$ cat src/design/mbtp_pkg.sv
// Shared types and constants of the monochrome bitmap threshold packer.
// Used by mbtp_front, mbtp_back and the top level; no dependencies.
package mbtp_pkg;

    // Default image limits in pixels
    localparam int DEF_MAX_WIDTH  = 256;
    localparam int DEF_MAX_HEIGHT = 256;

    // Configuration register fields
    localparam int CFG_IDX_W  = 3;
    localparam int CFG_DATA_W = 9;
    localparam int CFG_DIM_W  = 9;
    localparam int GRAY_W     = 8;

    localparam logic [CFG_IDX_W-1:0] CFG_THRESHOLD     = 3'd0;
    localparam logic [CFG_IDX_W-1:0] CFG_SCAN_VERTICAL = 3'd1;
    localparam logic [CFG_IDX_W-1:0] CFG_LSB_FIRST     = 3'd2;
    localparam logic [CFG_IDX_W-1:0] CFG_IMAGE_WIDTH   = 3'd3;
    localparam logic [CFG_IDX_W-1:0] CFG_IMAGE_HEIGHT  = 3'd4;

    localparam logic [GRAY_W-1:0]    RST_THRESHOLD = 8'd128;
    localparam logic [CFG_DIM_W-1:0] RST_DIM       = 9'd1;

    // Operation codes of the input stream
    localparam int OP_W = 2;
    localparam logic [OP_W-1:0] OP_START = 2'd0;
    localparam logic [OP_W-1:0] OP_LOAD  = 2'd1;
    localparam logic [OP_W-1:0] OP_READ  = 2'd2;
    localparam logic [OP_W-1:0] OP_NONE  = 2'd3;

    // Command queue between front and back
    localparam int QDEPTH = 4;
    localparam int QPTR_W = 2;

    localparam logic [2:0] BYTE_MSB = 3'd7;

    typedef struct packed {
        logic [OP_W-1:0] kind;
        logic            pix;
    } t_cmd;

    typedef struct packed {
        logic                 written;
        logic                 scan_vertical;
        logic                 lsb_first;
        logic [CFG_DIM_W-1:0] image_width;
        logic [CFG_DIM_W-1:0] image_height;
    } t_cfg;

endpackage

$ cat src/design/mbtp_front.sv
// Front end of the packer: configuration registers, input stream accept,
// thresholding of pixel transactions and the command queue. Uses mbtp_pkg.
module mbtp_front import mbtp_pkg::*; (
    input  logic                  i_clk,
    input  logic                  i_rst_n,
    input  logic                  i_cfg_valid,
    output logic                  o_cfg_ready,
    input  logic [CFG_IDX_W-1:0]  i_cfg_index,
    input  logic [CFG_DATA_W-1:0] i_cfg_data,
    input  logic                  i_valid,
    output logic                  o_ready,
    input  logic [OP_W-1:0]       i_operation,
    input  logic [GRAY_W-1:0]     i_pixel_value,
    output t_cfg                  o_cfg,
    output logic                  o_cmd_valid,
    output t_cmd                  o_cmd,
    input  logic                  i_cmd_pop
);

    logic [GRAY_W-1:0]    r_threshold;
    logic                 r_scan_vertical;
    logic                 r_lsb_first;
    logic [CFG_DIM_W-1:0] r_image_width;
    logic [CFG_DIM_W-1:0] r_image_height;

    t_cmd                 r_queue [QDEPTH];
    logic [QPTR_W-1:0]    r_head;
    logic [QPTR_W-1:0]    r_tail;
    logic [QPTR_W:0]      r_count;

    logic cfg_wr;
    logic accept;
    logic push;
    logic pop;
    t_cmd cmd_in;

    assign o_cfg_ready = 1'b1;
    assign cfg_wr      = i_cfg_valid;

    always_ff @(posedge i_clk) begin
        if (!i_rst_n) begin
            r_threshold     <= RST_THRESHOLD;
            r_scan_vertical <= 1'b0;
            r_lsb_first     <= 1'b0;
            r_image_width   <= RST_DIM;
            r_image_height  <= RST_DIM;
        end else if (cfg_wr) begin
            case (i_cfg_index)
                CFG_THRESHOLD:     r_threshold     <= i_cfg_data[GRAY_W-1:0];
                CFG_SCAN_VERTICAL: r_scan_vertical <= i_cfg_data[0];
                CFG_LSB_FIRST:     r_lsb_first     <= i_cfg_data[0];
                CFG_IMAGE_WIDTH:   r_image_width   <= i_cfg_data[CFG_DIM_W-1:0];
                CFG_IMAGE_HEIGHT:  r_image_height  <= i_cfg_data[CFG_DIM_W-1:0];
                default: ;
            endcase
        end
    end

    assign o_cfg.written       = cfg_wr;
    assign o_cfg.scan_vertical = r_scan_vertical;
    assign o_cfg.lsb_first     = r_lsb_first;
    assign o_cfg.image_width   = r_image_width;
    assign o_cfg.image_height  = r_image_height;

    // Classify: drop unused codes here, reduce pixels to one bit
    assign o_ready     = (r_count != (QPTR_W+1)'(QDEPTH));
    assign accept      = i_valid && o_ready;
    assign push        = accept && (i_operation != OP_NONE);
    assign pop         = i_cmd_pop && o_cmd_valid;
    assign cmd_in.kind = i_operation;
    assign cmd_in.pix  = (i_pixel_value >= r_threshold);

    assign o_cmd_valid = (r_count != '0);
    assign o_cmd       = r_queue[r_head];

    always_ff @(posedge i_clk) begin
        if (push) begin
            r_queue[r_tail] <= cmd_in;
        end
    end

    always_ff @(posedge i_clk) begin
        if (!i_rst_n) begin
            r_head  <= '0;
            r_tail  <= '0;
            r_count <= '0;
        end else begin
            if (push) begin
                r_tail <= r_tail + 1'b1;
            end
            if (pop) begin
                r_head <= r_head + 1'b1;
            end
            if (push && !pop) begin
                r_count <= r_count + 1'b1;
            end else if (pop && !push) begin
                r_count <= r_count - 1'b1;
            end
        end
    end

endmodule

$ cat config.mk
export PLATFORM = sky130hd
export DESIGN_NAME = mbtp_front
export DESIGN_NICKNAME = d
export VERILOG_FILES = /design/src/design/mbtp_pkg.sv /design/src/design/mbtp_front.sv
export SDC_FILE = /design/constraint.sdc
export NUM_CORES = 1
export LEC_CHECK = 0
export BUFFER_PORTS_ARGS = -buffer_cell sky130_fd_sc_hd__buf_2
export CORE_MARGIN = 4
export CORE_UTILIZATION = 55
export CTS_BUF_LIST = sky130_fd_sc_hd__clkbuf_8 sky130_fd_sc_hd__clkbuf_16
export CTS_CLUSTER_SIZE = 25
export DETAILED_ROUTE_END_ITERATION = 8
export GPL_TIMING_DRIVEN = 0
export PLACE_DENSITY = 0.8
export SLEW_MARGIN = 25
export SYNTH_ARGS = -nofsm -noshare
export SYNTH_HDL_FRONTEND = slang
export SYNTH_SLANG_ARGS = --single-unit
$ cat constraint.sdc
create_clock -name i_clk -period 3.7 [get_ports i_clk]
set_clock_uncertainty 0.15 [all_clocks]
set_input_delay 0.37 -clock i_clk [delete_from_list [all_inputs] [get_ports i_clk]]
set_output_delay 0.37 -clock i_clk [all_outputs]
set_load 0.05 [all_outputs]
==> results.md <==
- Status: complete, no violations
- Drt wl/cell: 12.8 microns
- GP Congestion: approximately 0.81
- Overall via count from detail_route: between 1500 and 2000
- Post-CTS setup buffer count: 0
- Count of final max-slew check failures: 0
- Kind of start point of the critical path: flip-flop
- Multiplexer share of the synthesized area: ~5.2%
- Grt ovf: 0
- Detailed-route wire length: about 4200 microns
- Fill count: roughly 290
- Sum of net half-perimeters after detailed placement: between 3000 and 4000 microns
- Iteration-0 DRC count of the detailed router: 73
- Design area: about 2700 sq um
- Clock tree root driver cell: sky130_fd_sc_hd__clkbuf_8
- Ratio of total power to cell area: 528 nW/um^2
- Area fraction in compound gates after synthesis: 11.9%
- Xor/xnor share of the synthesized area: between 1.5 and 2%
- Fraction of layout cells with a size suffix above 1: a little over a quarter
- GRT Overall Usage: ~17%
- Synthesized-area fraction occupied by adder cells: approximately 8%
- Number of placement rows: 22
- Worst supply voltage drop on vdd: ~0.34 mV
- Overall die height: between 70 and 80 microns
- RR Startpoint: r_count[0]$_SDFFE_PN0P_
- Final core utilization: a little over two thirds
- Synth-to-layout area growth: 19.0%
- Maximum Capacitance Violations: 0
- Clock period minus final worst setup slack: 2.56 ns
- H-tree levels: 2
- Synthesized area per cell: between 10 and 15 sq um
- Number of placed I/O pins: 54
- Pin count of the biggest net entering global routing: 16
- Number of global-route vias before repair: roughly 1500
- Portion of the post-synthesis area used by sequential elements: between 40% and 50%
- Number of hold-slack violations in the final timing report: 0
- Number of unique standard cell types used by synthesis: 38
- Dominant combinational cell family by area after synthesis: simple AND/OR/NAND/NOR gates
- Start point of the critical path: r_count[0]$_SDFFE_PN0P_
- Routed via count divided by cell count: 5.12
- Number of gates resized after cts: 0
- Detailed-routing iteration count for the pre-antenna-repair pass: 4
- Critical setup path kind: flip-flop to flip-flop
- Worst endpoint data arrival time: around 2.6 ns
- Die footprint: about 5200 sq um
- Fmax: around 390 MHz
- Residual DRC count: 0
- Number of setup violations in the final report: 0
- Number of buffers created by CTS: 5
- Starting utilization of the core area: between 50% and 60%
- Hold Path Class: input pin to flip-flop
- Die Width: between 70 and 80 microns
- Critical Path Sink Type: flip-flop
- Post-synthesis net count: 259
- Portion of the clock cycle consumed by the worst path in the final layout: just under 70%
- TritonCTS clock tree: done
- Worst Hold Launch: i_cfg_data[8]
- Final antenna-violating net count: 0
- Number of buffers added to fix hold violations after cts: 0
- Clock-pin transition on the worst setup and hold timing paths: around 0.08 ns
- Number of antenna repair diodes: 0
- Core Region: ~3800 sq um
- Placed instance area: 2560 sq um
- CP Data Required Time: 3.78 ns
- CP Max Fanout: 7
- Netlist area before placement: around 2200 sq um
- Clock insertion delay at the later pin of the skew report: around 0.30 ns
- Wire length of the first global-routing pass: 6890 microns
- Count of clock tree sinks: between 40 and 50
- Cells after Synth: approximately 220
- Leak: 1.14 nW
- IO buf count: 51
- Bufs on Longest Clock Path: 2
- Final-stage net count: between 300 and 400
- Number of storage elements in the synthesis netlist: just under 50
- RSZ-0062 raised after global routing: false
- Yosys warning count: 0
- Number of antenna violations at the first check in global routing: 0
- Post-synthesis simple-gate area fraction: 18.8%
- TNS Setup: 0 ns
- Post-layout power: 1.41 mW
[area by class of cell]
type / count / area (sq um) / area share [%]
well taps: 48 / 60.1 / 2.25
flip-flops and latches: 49 / 1100 / 41.2
repair buffers: 51 / 255 / 9.56
clock inverters: 3 / 41.3 / 1.55
plain buffers: 13 / 70.1 / 2.62
inverters: 12 / 45.0 / 1.69
clock buffers: 5 / 68.8 / 2.58
multi-input cells: 144 / 1030 / 38.5
[cells in the final DEF (no fill, tap or decap), types with 2 or more instances in the layout]
cell	n
sky130_fd_sc_hd__a21boi_1	14
sky130_fd_sc_hd__buf_2	55
sky130_fd_sc_hd__or3_1	2
sky130_fd_sc_hd__dfxtp_1	37
sky130_fd_sc_hd__clkbuf_8	5
sky130_fd_sc_hd__a21o_1	3
sky130_fd_sc_hd__and2_1	8
sky130_fd_sc_hd__ha_1	13
sky130_fd_sc_hd__clkbuf_1	4
sky130_fd_sc_hd__nand3_1	11
sky130_fd_sc_hd__xnor2_1	3
sky130_fd_sc_hd__buf_4	4
sky130_fd_sc_hd__nand2_1	48
sky130_fd_sc_hd__mux4_2	3
sky130_fd_sc_hd__a21boi_0	2
sky130_fd_sc_hd__and4bb_2	2
sky130_fd_sc_hd__inv_1	12
sky130_fd_sc_hd__edfxtp_1	12
sky130_fd_sc_hd__o21ai_0	11
sky130_fd_sc_hd__mux2i_1	5
sky130_fd_sc_hd__nor2b_1	2
[power breakdown]
group,total [mW],switching (mW),internal (mW)
Clock,0.367,0.169,0.199
Combinational,0.390,0.238,0.152
Sequential,0.651,0.0526,0.598
[logic make-up (layout without fill, tap and decap cells)]
| family | Yosys count | count (layout) |
|---|---|---|
| buffers and inverters | 25 | 84 |
| flip-flops | 49 | 49 |
| other | 1 | 1 |
| XOR/XNOR | 4 | 4 |
| AO/OA/AOI/OAI | 36 | 36 |
| AND/OR/NAND/NOR | 81 | 81 |
| multiplexers | 8 | 8 |
| adder cells (fa/ha/maj) | 14 | 14 |
[metrics by stage]
step / instances / hold WS, ns / setup slack, ns
floorplan: 218 / 0.285 / 1.38
detailed placement: 317 / 0.294 / 1.15
CTS: 325 / 0.153 / 1.13
global placement: 317 / 0.290 / 1.20
finish: 325 / 0.163 / 1.14
global route: 325 / 0.159 / 0.960
[synthesized netlist by cell type, drive strengths merged]
library cell / count / share of area (%)
nand2: 48 / 8.0
dfxtp: 37 / 33
a21boi: 16 / 5.4
ha: 13 / 7.2
edfxtp: 12 / 16
inv: 12 / 2.0
nand3: 11 / 2.5
o21ai: 11 / 2.5
and2: 8 / 2.2
buf: 8 / 2.2
clkbuf: 5 / 0.89
mux2i: 5 / 2.2
a21o: 3 / 1.0
mux4: 3 / 3.0
xnor2: 3 / 1.2
a221oi: 2 / 1.6
and4bb: 2 / 1.1
nor2b: 2 / 0.56
or3: 2 / 0.56
a31oi: 1 / 0.28
and3: 1 / 0.28
conb: 1 / 0.17
fa: 1 / 0.89
nand2b: 1 / 0.28
nand4b: 1 / 0.67
nand4bb: 1 / 0.50
nor2: 1 / 0.17
nor4b: 1 / 1.1
nor4bb: 1 / 0.45
o211ai: 1 / 0.33
o311ai: 1 / 0.39
o31ai: 1 / 0.56
or4b: 1 / 0.45
xor2: 1 / 0.39
[flip-flops by register name, summed over array words and instances, names as in the netlist, named ones only]
register and count:
r_image_width 9, r_image_height 9, r_queue 12, r_scan_vertical 1, r_tail 2, r_lsb_first 1, r_threshold 8, r_count 3
r_head 2
[path summary, 6_finish.rpt]
check	endpoint	slack, ns	cells past startpoint
max	r_count[2]$_SDFFE_PN0P_	1.14	8
min	r_image_height[8]$_SDFFE_PN0P_	0.16	3
max reg2reg	r_count[2]$_SDFFE_PN0P_	1.14	8
min reg2reg	r_image_height[6]$_SDFFE_PN0P_	0.30	2
[worst max-delay path, cell delays in order, from the launching register on]
cell	delay, ns
sky130_fd_sc_hd__dfxtp_1	0.48
sky130_fd_sc_hd__nor2_1	0.14
sky130_fd_sc_hd__a221oi_4	0.40
sky130_fd_sc_hd__ha_1	0.27
sky130_fd_sc_hd__inv_1	0.07
sky130_fd_sc_hd__fa_1	0.37
sky130_fd_sc_hd__xor2_1	0.16
sky130_fd_sc_hd__or3_1	0.31
sky130_fd_sc_hd__a21boi_0	0.15
[metal layers]
layer / up-vias / part of all wire (%) / GRT usage, %
li1: 858 / - / -
met4: 0 / 1.5 / 5.85
met2: 34 / 46 / 26.5
met3: 5 / 5.1 / 4.77
met5: - / 0 / 0
met1: 767 / 47 / 22.2
No activity file was read; power rests on OpenSTA's default activity.
